==> config.mk <==
export PLATFORM = sky130hd
export DESIGN_NAME = packed_read_canonical_kmer_extractor_top
export DESIGN_NICKNAME = d
export VERILOG_FILES = /design/src/sv/prck_pkg.sv /design/src/sv/packed_read_canonical_kmer_extractor_top.sv /design/src/sv/prck_front.sv /design/src/sv/prck_back.sv
export SDC_FILE = /design/constraint.sdc
export NUM_CORES = 1
export LEC_CHECK = 0
export ABC_AREA = 1
export BUFFER_PORTS_ARGS = -buffer_cell sky130_fd_sc_hd__buf_2
export CORE_UTILIZATION = 60
export DETAILED_ROUTE_END_ITERATION = 10
export PLACE_DENSITY = 0.75
export SYNTH_ARGS = -nofsm -noshare
export SYNTH_HDL_FRONTEND = slang
export SYNTH_SLANG_ARGS = --single-unit
==> constraint.sdc <==
create_clock -name clk -period 17.9 [get_ports clk]
set_input_delay 3.58 -clock clk [delete_from_list [all_inputs] [get_ports clk]]
set_output_delay 3.58 -clock clk [all_outputs]
set_load 0.05 [all_outputs]
==> src/sv/prck_pkg.sv <==
// ----------------------------------------------------------------------------
// prck_pkg
// Shared constants, the front-to-back queue entry and k-mer helper functions
// for the packed read canonical k-mer extractor.
// ----------------------------------------------------------------------------
package prck_pkg;

  localparam int KMER_W         = 64;
  localparam int K_MAX          = KMER_W / 2;
  localparam int K_W            = 6;
  localparam int BYTE_W         = 8;
  localparam int LEN_W          = 32;
  localparam int BASES_PER_BYTE = 4;
  localparam int BASE_W         = 2;

  // configuration register indexes
  localparam int CFG_IDX_W = 2;
  localparam logic [CFG_IDX_W-1:0] CFG_K_SIZE     = 2'd0;
  localparam logic [CFG_IDX_W-1:0] CFG_COMP_TABLE = 2'd1;

  localparam logic [K_W-1:0]    K_RESET    = 6'd31;
  localparam logic [BYTE_W-1:0] COMP_RESET = 8'd78;

  // front-to-back queue
  localparam int FQ_DEPTH = 4;
  localparam int FQ_PTR_W = 2;
  localparam int FQ_CNT_W = 3;

  // result queue
  localparam int OQ_DEPTH = 2;
  localparam int OQ_CNT_W = 2;

  typedef struct packed {
    logic [BYTE_W-1:0]         data;   // packed bases, first in bits 7:6
    logic [BASES_PER_BYTE-1:0] valid;  // base is inside the read
    logic [BASES_PER_BYTE-1:0] emit;   // base completes a k-mer
    logic                      fresh;  // first byte of a record
  } entry_t;

  function automatic logic [K_W-1:0] eff_k(input logic [K_W-1:0] k);
    logic [K_W-1:0] r;
    r = k;
    if (k == '0) r = K_W'(1);
    if (k > K_W'(K_MAX)) r = K_W'(K_MAX);
    return r;
  endfunction

  function automatic logic [KMER_W-1:0] kmask(input logic [K_W-1:0] k);
    logic [KMER_W-1:0] m;
    if (k >= K_W'(K_MAX)) m = '1;
    else m = (KMER_W'(1) << {k, 1'b0}) - KMER_W'(1);
    return m;
  endfunction

endpackage

==> src/sv/packed_read_canonical_kmer_extractor_top.sv <==
// ----------------------------------------------------------------------------
// packed_read_canonical_kmer_extractor_top
// Extracts canonical 2-bit k-mers from a byte stream of packed reads.
//
//   channel  | handshake            | payload
//   ---------+----------------------+--------------------------------------
//   input    | push / full          | data_byte[7:0]
//   result   | pop / empty          | canonical_kmer[63:0], last_of_byte
//   config   | cfg_valid/cfg_ready  | cfg_index[1:0], cfg_data[7:0]
//
// A byte is taken each cycle while the 4-entry parse queue has room. Header
// and length bytes feed only the parser; a base byte is rolled base by base,
// each base inside the read (up to 4), by the single k-mer rolling unit. Its
// results pass the parse queue, byte register and result queue. Reset clears
// parser state and queues; configuration returns to k = 31 and complement
// table 78. A full result queue stalls only emitting bases.
// ----------------------------------------------------------------------------
module packed_read_canonical_kmer_extractor_top import prck_pkg::*; (
  input  logic                 clk,
  input  logic                 rst,
  input  logic [BYTE_W-1:0]    data_byte,
  input  logic                 push,
  output logic                 full,
  output logic [KMER_W-1:0]    canonical_kmer,
  output logic                 last_of_byte,
  output logic                 empty,
  input  logic                 pop,
  input  logic                 cfg_valid,
  output logic                 cfg_ready,
  input  logic [CFG_IDX_W-1:0] cfg_index,
  input  logic [BYTE_W-1:0]    cfg_data
);

  logic [K_W-1:0]    k_size;
  logic [BYTE_W-1:0] comp_table;
  logic [K_W-1:0]    k_eff;
  logic              q_empty, q_pop;
  entry_t            q_head;

  assign cfg_ready = 1'b1;
  assign k_eff     = eff_k(k_size);

  always_ff @(posedge clk) begin
    if (rst) begin
      k_size     <= K_RESET;
      comp_table <= COMP_RESET;
    end else if (cfg_valid && cfg_ready) begin
      case (cfg_index)
        CFG_K_SIZE:     k_size     <= cfg_data[K_W-1:0];
        CFG_COMP_TABLE: comp_table <= cfg_data;
        default: ;
      endcase
    end
  end

  prck_front u_front (
    .clk       (clk),
    .rst       (rst),
    .data_byte (data_byte),
    .push      (push),
    .full      (full),
    .k_eff     (k_eff),
    .q_empty   (q_empty),
    .q_head    (q_head),
    .q_pop     (q_pop)
  );

  prck_back u_back (
    .clk            (clk),
    .rst            (rst),
    .k_eff          (k_eff),
    .comp_table     (comp_table),
    .q_empty        (q_empty),
    .q_head         (q_head),
    .q_pop          (q_pop),
    .canonical_kmer (canonical_kmer),
    .last_of_byte   (last_of_byte),
    .empty          (empty),
    .pop            (pop)
  );

endmodule

==> src/sv/prck_front.sv <==
// ----------------------------------------------------------------------------
// prck_front
// Byte parser: walks block headers, record lengths and base bytes, and queues
// one entry per base byte with its valid and emit masks.
// ----------------------------------------------------------------------------
module prck_front import prck_pkg::*; (
  input  logic              clk,
  input  logic              rst,
  input  logic [BYTE_W-1:0] data_byte,
  input  logic              push,
  output logic              full,
  input  logic [K_W-1:0]    k_eff,
  output logic              q_empty,
  output entry_t            q_head,
  input  logic              q_pop
);

  localparam logic [1:0] PH_HEADER = 2'd0;
  localparam logic [1:0] PH_LENGTH = 2'd1;
  localparam logic [1:0] PH_BASES  = 2'd2;

  logic [1:0]       phase, phase_next;
  logic [1:0]       fbc, fbc_next;
  logic [LEN_W-1:0] bbl, bbl_next;
  logic [LEN_W-1:0] rlen, rlen_next;
  logic [LEN_W-1:0] bleft, bleft_next;
  logic [K_W-1:0]   taken, taken_next;
  logic             fresh, fresh_next;

  logic             accept;
  logic             q_push;
  logic [LEN_W-1:0] bbl_dec;
  logic [LEN_W-1:0] byte_sh;
  entry_t           ent;

  entry_t              fq [FQ_DEPTH];
  logic [FQ_PTR_W-1:0] wptr, rptr;
  logic [FQ_CNT_W-1:0] cnt;

  assign full    = (cnt == FQ_CNT_W'(FQ_DEPTH));
  assign q_empty = (cnt == '0);
  assign q_head  = fq[rptr];
  assign accept  = push && !full;
  assign q_push  = accept && (phase == PH_BASES);
  assign bbl_dec = bbl - LEN_W'(1);
  assign byte_sh = LEN_W'(data_byte) << {fbc, 3'b000};

  always_comb begin
    ent.data  = data_byte;
    ent.fresh = fresh;
    for (int i = 0; i < BASES_PER_BYTE; i++) begin
      ent.valid[i] = bleft > LEN_W'(i);
      ent.emit[i]  = ent.valid[i] &&
                     (({1'b0, taken} + (K_W + 1)'(i + 1)) >= {1'b0, k_eff});
    end
  end

  always_comb begin
    phase_next = phase;
    fbc_next   = fbc;
    bbl_next   = bbl;
    rlen_next  = rlen;
    bleft_next = bleft;
    taken_next = taken;
    fresh_next = fresh;
    case (phase)
      PH_LENGTH: begin
        rlen_next = ((fbc == 2'd0) ? '0 : rlen) | byte_sh;
        fbc_next  = fbc + 2'd1;
        if (fbc == 2'd3) begin
          taken_next = '0;
          fresh_next = 1'b1;
          bleft_next = rlen_next[LEN_W-1] ? '0 : rlen_next;
          if (!rlen_next[LEN_W-1] && rlen_next != '0) phase_next = PH_BASES;
        end
        bbl_next = bbl_dec;
        if (bbl_dec == '0) begin
          phase_next = PH_HEADER;
          fbc_next   = 2'd0;
        end
      end
      PH_BASES: begin
        bleft_next = bleft - LEN_W'(BASES_PER_BYTE);
        taken_next = (taken >= K_W'(K_MAX - BASES_PER_BYTE)) ? K_W'(K_MAX)
                                                             : taken + K_W'(BASES_PER_BYTE);
        fresh_next = 1'b0;
        fbc_next   = 2'd0;
        if (bleft <= LEN_W'(BASES_PER_BYTE)) phase_next = PH_LENGTH;
        bbl_next = bbl_dec;
        if (bbl_dec == '0) phase_next = PH_HEADER;
      end
      default: begin
        phase_next = PH_HEADER;
        bbl_next   = ((fbc == 2'd0) ? '0 : bbl) | byte_sh;
        fbc_next   = fbc + 2'd1;
        if (fbc == 2'd3 && bbl_next != '0) phase_next = PH_LENGTH;
      end
    endcase
  end

  always_ff @(posedge clk) begin
    if (rst) begin
      phase <= PH_HEADER;
      fbc   <= '0;
      bbl   <= '0;
      rlen  <= '0;
      bleft <= '0;
      taken <= '0;
      fresh <= 1'b0;
    end else if (accept) begin
      phase <= phase_next;
      fbc   <= fbc_next;
      bbl   <= bbl_next;
      rlen  <= rlen_next;
      bleft <= bleft_next;
      taken <= taken_next;
      fresh <= fresh_next;
    end
  end

  always_ff @(posedge clk) begin
    if (q_push) fq[wptr] <= ent;
  end

  always_ff @(posedge clk) begin
    if (rst) begin
      wptr <= '0;
      rptr <= '0;
      cnt  <= '0;
    end else begin
      if (q_push) wptr <= wptr + FQ_PTR_W'(1);
      if (q_pop)  rptr <= rptr + FQ_PTR_W'(1);
      if (q_push && !q_pop)      cnt <= cnt + FQ_CNT_W'(1);
      else if (!q_push && q_pop) cnt <= cnt - FQ_CNT_W'(1);
    end
  end

endmodule

==> src/sv/prck_back.sv <==
// ----------------------------------------------------------------------------
// prck_back
// Rolls the forward and reverse-complement k-mers one base per cycle, but an
// emitting base waits for result queue room, and queues its canonical k-mer.
// ----------------------------------------------------------------------------
module prck_back import prck_pkg::*; (
  input  logic              clk,
  input  logic              rst,
  input  logic [K_W-1:0]    k_eff,
  input  logic [BYTE_W-1:0] comp_table,
  input  logic              q_empty,
  input  entry_t            q_head,
  output logic              q_pop,
  output logic [KMER_W-1:0] canonical_kmer,
  output logic              last_of_byte,
  output logic              empty,
  input  logic              pop
);

  entry_t            cur;
  logic              cur_ok;
  logic [1:0]        idx;
  logic [KMER_W-1:0] fwd, rev;

  logic [KMER_W-1:0] oq_kmer [OQ_DEPTH];
  logic              oq_last [OQ_DEPTH];
  logic              owp, orp;
  logic [OQ_CNT_W-1:0] ocnt;

  logic [BYTE_W-1:0] data_sh;
  logic [BASE_W-1:0] base, comp;
  logic [BYTE_W-1:0] comp_sh;
  logic [KMER_W-1:0] mask, fbase, rbase, fwd_roll, rev_roll, canon;
  logic [BASES_PER_BYTE-1:0] emit_hi;
  logic [1:0]        idx_inc;
  logic              is_last, need_out, oq_pop, oq_room, step, done_item, oq_push;

  assign data_sh  = cur.data << {idx, 1'b0};
  assign base     = data_sh[BYTE_W-1 -: BASE_W];
  assign comp_sh  = comp_table >> {base, 1'b0};
  assign comp     = comp_sh[BASE_W-1:0];
  assign mask     = kmask(k_eff);
  assign fbase    = (cur.fresh && idx == 2'd0) ? '0 : fwd;
  assign rbase    = (cur.fresh && idx == 2'd0) ? '0 : rev;
  assign fwd_roll = {fbase[KMER_W-3:0], base} & mask;
  assign rev_roll = ({2'b00, rbase[KMER_W-1:2]} |
                     (KMER_W'(comp) << {k_eff - K_W'(1), 1'b0})) & mask;
  assign canon    = (fwd_roll < rev_roll) ? fwd_roll : rev_roll;

  assign idx_inc  = idx + 2'd1;
  assign emit_hi  = cur.emit >> ({1'b0, idx} + 3'd1);
  assign is_last  = (emit_hi == '0);
  assign need_out = cur.emit[idx];

  assign empty    = (ocnt == '0);
  assign oq_pop   = pop && !empty;
  assign oq_room  = (ocnt < OQ_CNT_W'(OQ_DEPTH)) || oq_pop;
  // a base that emits waits for room in the result queue
  assign step      = cur_ok && (!need_out || oq_room);
  assign done_item = step && (idx == 2'd3 || !cur.valid[idx_inc]);
  assign q_pop     = !q_empty && (!cur_ok || done_item);
  assign oq_push   = step && need_out;

  assign canonical_kmer = oq_kmer[orp];
  assign last_of_byte   = oq_last[orp];

  always_ff @(posedge clk) begin
    if (rst) begin
      cur_ok <= 1'b0;
      idx    <= '0;
    end else if (q_pop) begin
      cur_ok <= 1'b1;
      idx    <= '0;
    end else if (done_item) begin
      cur_ok <= 1'b0;
    end else if (step) begin
      idx <= idx_inc;
    end
  end

  always_ff @(posedge clk) begin
    if (q_pop) cur <= q_head;
    if (step) begin
      fwd <= fwd_roll;
      rev <= rev_roll;
    end
    if (oq_push) begin
      oq_kmer[owp] <= canon;
      oq_last[owp] <= is_last;
    end
  end

  always_ff @(posedge clk) begin
    if (rst) begin
      owp  <= 1'b0;
      orp  <= 1'b0;
      ocnt <= '0;
    end else begin
      if (oq_push) owp <= !owp;
      if (oq_pop)  orp <= !orp;
      if (oq_push && !oq_pop)      ocnt <= ocnt + OQ_CNT_W'(1);
      else if (!oq_push && oq_pop) ocnt <= ocnt - OQ_CNT_W'(1);
    end
  end

endmodule

# Yosys cells after proc, flatten, opt, wreduce, memory -nomap -nowiden
# Memories as Yosys holds them, arrays and structs flattened. A register that Yosys moved wholly into a read port is not among the register bits.
# Cells that the tools add are included.
# classes
div_mod_pow	0
muxes	44
n_shift	6
n_reduce_logical	57
bitwise	6
add_sub_neg	18
mul	0
magnitude_cmp	16
eq_ne	10
# op_table
cell	count
2-to-1 mux 64 bit	3
bitwise AND 64 bit	2
2-to-1 mux 32 bit	4
> comparator 32 x 1 -> 1 bit (second input constant)	2
> comparator 32 x 2 -> 1 bit (second input constant)	2
< comparator 64 bit	1
OR 32 bit	2
OR 62 x 64 -> 64 bit	1
case mux 32 bit (2 select lines)	1
nonzero test 32 bit	2
<< shifter 1 x 7 -> 64 bit (first input constant)	1
<< shifter 2 x 7 -> 64 bit	1
subtractor 64 x 2 -> 64 bit (second input constant)	1
2-to-1 mux 62 bit	1
<= comparator 32 x 3 -> 1 bit (second input constant)	1
logical NOT 32 bit	1
<< shifter 8 x 5 -> 32 bit	1
subtractor 32 x 1 -> 32 bit (second input constant)	1
subtractor 32 x 3 -> 32 bit (second input constant)	1
2-to-1 mux 31 bit	1
>= comparator 7 x 6 -> 1 bit	4
2-to-1 mux 6 bit	4
logical AND 1 bit	18
2-to-1 mux 2 bit	8
42 further kinds	93
# word_totals
romBits	0
out_inout_bits	68
mem_bits_rw	198
n_memories	3
input_bits	23
latch_bits	0
register_bits	261
# memory_table
memory	depth	width	read_ports	rd_ports_with_merged_regs	write_ports	line	text
u_back.oq_kmer	2	64	1	1	1	prck_back.sv:25	logic [KMER_W-1:0] oq_kmer [OQ_DEPTH];
u_front.fq	4	17	1	1	1	prck_front.sv:36	entry_t fq [FQ_DEPTH];
u_back.oq_last	2	1	1	1	1	prck_back.sv:26	logic oq_last [OQ_DEPTH];

# Logic depth before layout (Yosys ltp)
# logic_depth
depth_word	12
depth_mapped	37
mapped_depth_nobuf	35

# Modules after synthesis
# A second synthesis with hierarchy kept.
# hier_totals
hier_cells	2988
area_unflattened_um2	25766.0
# by_module_without_submodules
module	area_each_um2	cells_per_inst	instances
prck_back	15064.4	1556	1
prck_front	10088.4	1341	1
packed_read_canonical_kmer_extractor_top	613.1	91	1

# Worst setup path after synthesis
# No wires, ideal clock.
# synth_path
path_type	input -> register
startpoint	input pop
endpoint	memory u_back.oq_kmer[1][0], enable pin
setup_time_ps	490
setup_slack_ps	8015
n_path_buf	0
required_time_ps	17410
arrival_time_ps	9396
stages	6
path_cell_list	inv_1 nand3_1 nand2_1 inv_1 nand2_1 nor2_1
# synth_via
elab_chain_cells	7
# synth_lines
element	line	text
start, declared	packed_read_canonical_kmer_extractor_top.sv:27	input logic pop,
logical AND 1 bit	prck_back.sv:56	assign oq_pop = pop && !empty;
logical OR 1 bit	prck_back.sv:57	assign oq_room = (ocnt < OQ_CNT_W'(OQ_DEPTH)) || oq_pop;
logical OR 1 bit	prck_back.sv:59	assign step = cur_ok && (!need_out || oq_room);
logical AND 1 bit	prck_back.sv:59	
named net u_back.step	prck_back.sv:36	logic is_last, need_out, oq_pop, oq_room, step, done_item, oq_push;
logical AND 1 bit	prck_back.sv:62	assign oq_push = step && need_out;
2-to-1 mux 1 bit	prck_back.sv:87	if (oq_push) begin
2-to-1 mux 1 bit (implied by the code)	prck_back.sv:88	oq_kmer[owp] <= canon;
end, declared	prck_back.sv:25	
# The timed path passes the listed nets, and every way through them passes these cells.

# Worst setup path in the final report
# layout_path
startpoint	register k_size[5]
endpoint	memory u_back.oq_kmer[0][45] (data pin)
# layout_via
elab_chain_cells	9
# layout_lines
element	line	text
start, declared	packed_read_canonical_kmer_extractor_top.sv:34	logic [K_W-1:0] k_size;
start signal, assigned	packed_read_canonical_kmer_extractor_top.sv:49	CFG_K_SIZE: k_size <= cfg_data[K_W-1:0];
branches (longest 2 deep; another with > comparator 6 bit)	--	
2-to-1 mux 6 bit (*)	prck_pkg.sv:44	if (k > K_W'(K_MAX)) r = K_W'(K_MAX);
<< shifter 1 x 7 -> 64 bit / subtractor 6 x 1 -> 6 bit (equally long branches)	prck_pkg.sv:51, prck_back.sv:47	
subtractor 64 x 2 -> 64 bit / << shifter 2 x 7 -> 64 bit (equally long branches)	prck_pkg.sv:51, prck_back.sv:47	
2-to-1 mux 64 bit / OR 62 x 64 -> 64 bit (equally long branches)	prck_pkg.sv:50, prck_back.sv:46	
bitwise AND 64 bit, on equally long branches	prck_back.sv:45, prck_back.sv:47	
< comparator 64 bit	prck_back.sv:48	assign canon = (fwd_roll < rev_roll) ? fwd_roll : rev_roll;
2-to-1 mux 64 bit (*)	prck_back.sv:48	
named net u_back.canon[45]	prck_back.sv:33	logic [KMER_W-1:0] mask, fbase, rbase, fwd_roll, rev_roll, canon;
# Mark *: on every way through the listed nets, which the timed path passes.

==> reports/qor.yml <==
routing:
  wl_per_cell_um: 20.4
  viasPerCell: 6.05
  drt_wl_total_um: 71800
  dr.pass1.iters: 6
  ant_nets: 0
  drtIter0Drc: 2466
  vias: 21300
  drcViolationCount: 0
worst_setup_path:
  crit_chain: "nor2_1 -> inv_1 -> nand2_1 -> nand2_1 -> buf_4 -> clkinv_1 -> a22o_1 -> nand3_1 -> ha_1 -> a21oi_1 -> nor2_1 -> a211oi_1 -> o211ai_1 -> a31oi_4 -> buf_4 -> nand3_1 -> nand2_1"
  required_ns: 18.35
  cp_max_fo: 64
  rr_endpoint: "u_back.oq_kmer[0][45]"
  path_class: "register to register"
  critPathBufInv: 4
  crit_slowest_cell: "dfxtp_1"
  reg2reg_slack_ns: 11.07
  worstRegToRegCells: 17
  crit_top_cell: "nand2_1"
  critPathMaxStageDelay_ns: 0.75
  r2r-start: "k_size[5]"
  worstSetupPathDepth: 17
  critPathLaunchType: "register"
  crit_start: "k_size[5]"
  arrival_ns: 7.28
  cp_top_family: "buffers and inverters"
  critPathCaptureType: "register"
clocking:
  cts_resized: 0
  htreeDepth: 2
  clkTransAtPathRegs_ns: 0.06
  root_buffer: "clkbuf_16"
  cts_hold_buf: 0
  cts_tree: "built"
  cts_inserted_buffers: 50
  clk_latency_ns: 0.61
  clock_path_buffers: 3
  cts.sinks: 473
  post_cts_buffers: 0
final_layout:
  post-route-util: 0.665
  design_area_mm2: 0.0279
  areaGrowthSynthToFinish_pct: 9.41
  n_antenna_cell: 0
  drive_gt1_frac: 0.113
  fin_nets: 3068
  stdcell_count: 3525
floorplan:
  io_pins: 91
  initial_core_util: 0.607
  dieWidth_um: 208
  chipHeight_um: 208
  die-area_mm2: 0.0433
  placementRows: 75
  coreArea_mm2: 0.0419
place:
  io_buffers: 89
  place_area_mm2: 0.0262
  placed_cells: 3434
  place_congestion: 1.03
  hpwl_um: 50800
grt:
  antenna_found_initial: 0
  first_global_vias: 20300
  overflow: 0
  track_usage: 0.332
  grt_pass1_wl_um: 113000
  grt_max_degree: 77
logic_synthesis:
  ys_seq_area_frac: 0.505
  ys_async_sr_fraction: 0
  yosysMostFrequentCell: "nand2_1"
  synth_area_leader_cell: "edfxtp_1"
  ys.flop_type: "edfxtp_1"
  synth_edf_count: 339
  yosysUniqueCellTypes: 62
  netlist_area_mm2: 0.0255
  yosysWarnings: 0
  synth.avg_cell_area_um2: 8.74
  synthTopCellsByCount: "nand2_1, nor2_1, edfxtp_1, inv_1, o21ai_0"
  synth_top_area_frac: 0.399
  ys_ff_latch: 473
  synth_area_leaders: "edfxtp_1, dfxtp_1, nand2_1, nor2_1, ha_1"
  synth_nets: 3035
  syn-instance-count: 2914
sta:
  finClkSkew_ns: 0.0378
  relSlewSlack: 0.305
  tns_ns: 0
  slew_viol_final: 0
  finalCritPeriodShare: 0.381
  setup_viol: 0
  hold_violations: 0
  max_freq_mhz: 146
  period_minus_slack_ns: 6.83
  grt_setup_unrepaired: "false"
  tightestPinTransition_ns: 1.04
min_path:
  holdCritStartpoint: "u_front.rlen[23]"
  holdPathStages: 2
  hold_path_class: "register to register"
  holdPathEnd: "u_front.rlen[23]"
run:
  drv_cap: 0
power:
  ir_drop_mv: 0.254
  p_leak_nw: 11.7
  power.density_mw_per_mm2: 198
outcome:
  status: "finished, final reports clean"
tightest hold or removal path: cells and delay by family (launching register included):
kind / cells / cell delay [ns]
DFF: 1 / 0.29
AOI/OAI and AO/OA: 1 / 0.05
buffers and inverters: 1 / 0.06
cells by family (layout without fill, tap and decap cells):
logic type	after synthesis	count (layout)	synth area share
xor+xnor	50	50	0.0175
other cells	1	1	0.000147
flops	473	473	0.505
simple gates	1243	1243	0.211
mux	65	65	0.0287
buf+inv	449	521	0.0700
fa+ha+maj	98	98	0.0484
compound gates	535	535	0.119
area by class of cell:
| class | count | area, µm² |
|---|---|---|
| clock buffer | 67 | 1380 |
| clock inverter | 24 | 258 |
| fill | 3395 | 14100 |
| inverter | 318 | 1200 |
| multi-input combinational | 1992 | 10900 |
| sequential | 473 | 12900 |
| tap | 539 | 674 |
| timing repair buffer | 112 | 618 |
through the flow:
| step | setup slack (ns) | power (mW) | hold slack [ns] |
|---|---|---|---|
| after global routing | 10.50 | 5.83 | 0.465 |
| after global placement | 10.64 | 4.37 | 0.434 |
| final | 11.07 | 5.52 | 0.448 |
| after floorplan | 8.01 | 3.69 | 0.424 |
| after CTS | 11.19 | 5.49 | 0.450 |
| after detailed placement | 10.60 | 4.44 | 0.438 |
placed cells by master, fill, tap and decap left out, drive strengths merged, types with 65 or more instances in the layout:
cell	count
buf	112
nand2	560
nand3	193
a21oi	191
nor2	386
o21ai	222
edfxtp	339
clkbuf	67
inv	313
mux2	65
ha	97
dfxtp	134
per-layer routing:
layer / vias to the layer above / global-route usage / share of wire
met5: - / 0 / 0
met3: 125 / 0.0495 / 0.091
li1: 10000 / - / -
met2: 1026 / 0.502 / 0.44
met1: 10100 / 0.493 / 0.44
met4: 0 / 0.101 / 0.026
registers in the layout, indices dropped and copies added (netlist names), 2 cells and up, named ones only:
signal,count
u_back.idx,2
u_back.fwd,62
u_back.oq_kmer,128
u_front.fbc,2
u_back.ocnt,2
comp_table,8
u_back.rev,62
u_front.wptr,2
u_front.cnt,3
u_back.oq_last,2
k_size,6
u_back.cur,17
u_front.taken,4
u_front.fq,68
u_front.phase,2
u_front.bbl,32
u_front.bleft,32
u_front.rptr,2
u_front.rlen,32
power by group:
part	switching (mW)	leakage, nW	internal (mW)	total (mW)
Combinational	1.96	6.59	0.731	2.69
Sequential	0.124	4.29	1.66	1.79
Clock	0.443	0.794	0.598	1.04
Total	2.52	11.7	2.99	5.52
worst max path at each step:
stage,endpoint
floorplan,u_back.oq_kmer[1][0]
global placement,u_front.bleft[9]
detailed placement,u_front.bleft[9]
CTS,u_front.bleft[9]
global route,u_back.oq_kmer[1][43]
finish,u_back.oq_kmer[0][45]
(Power assumes the default switching activity.)
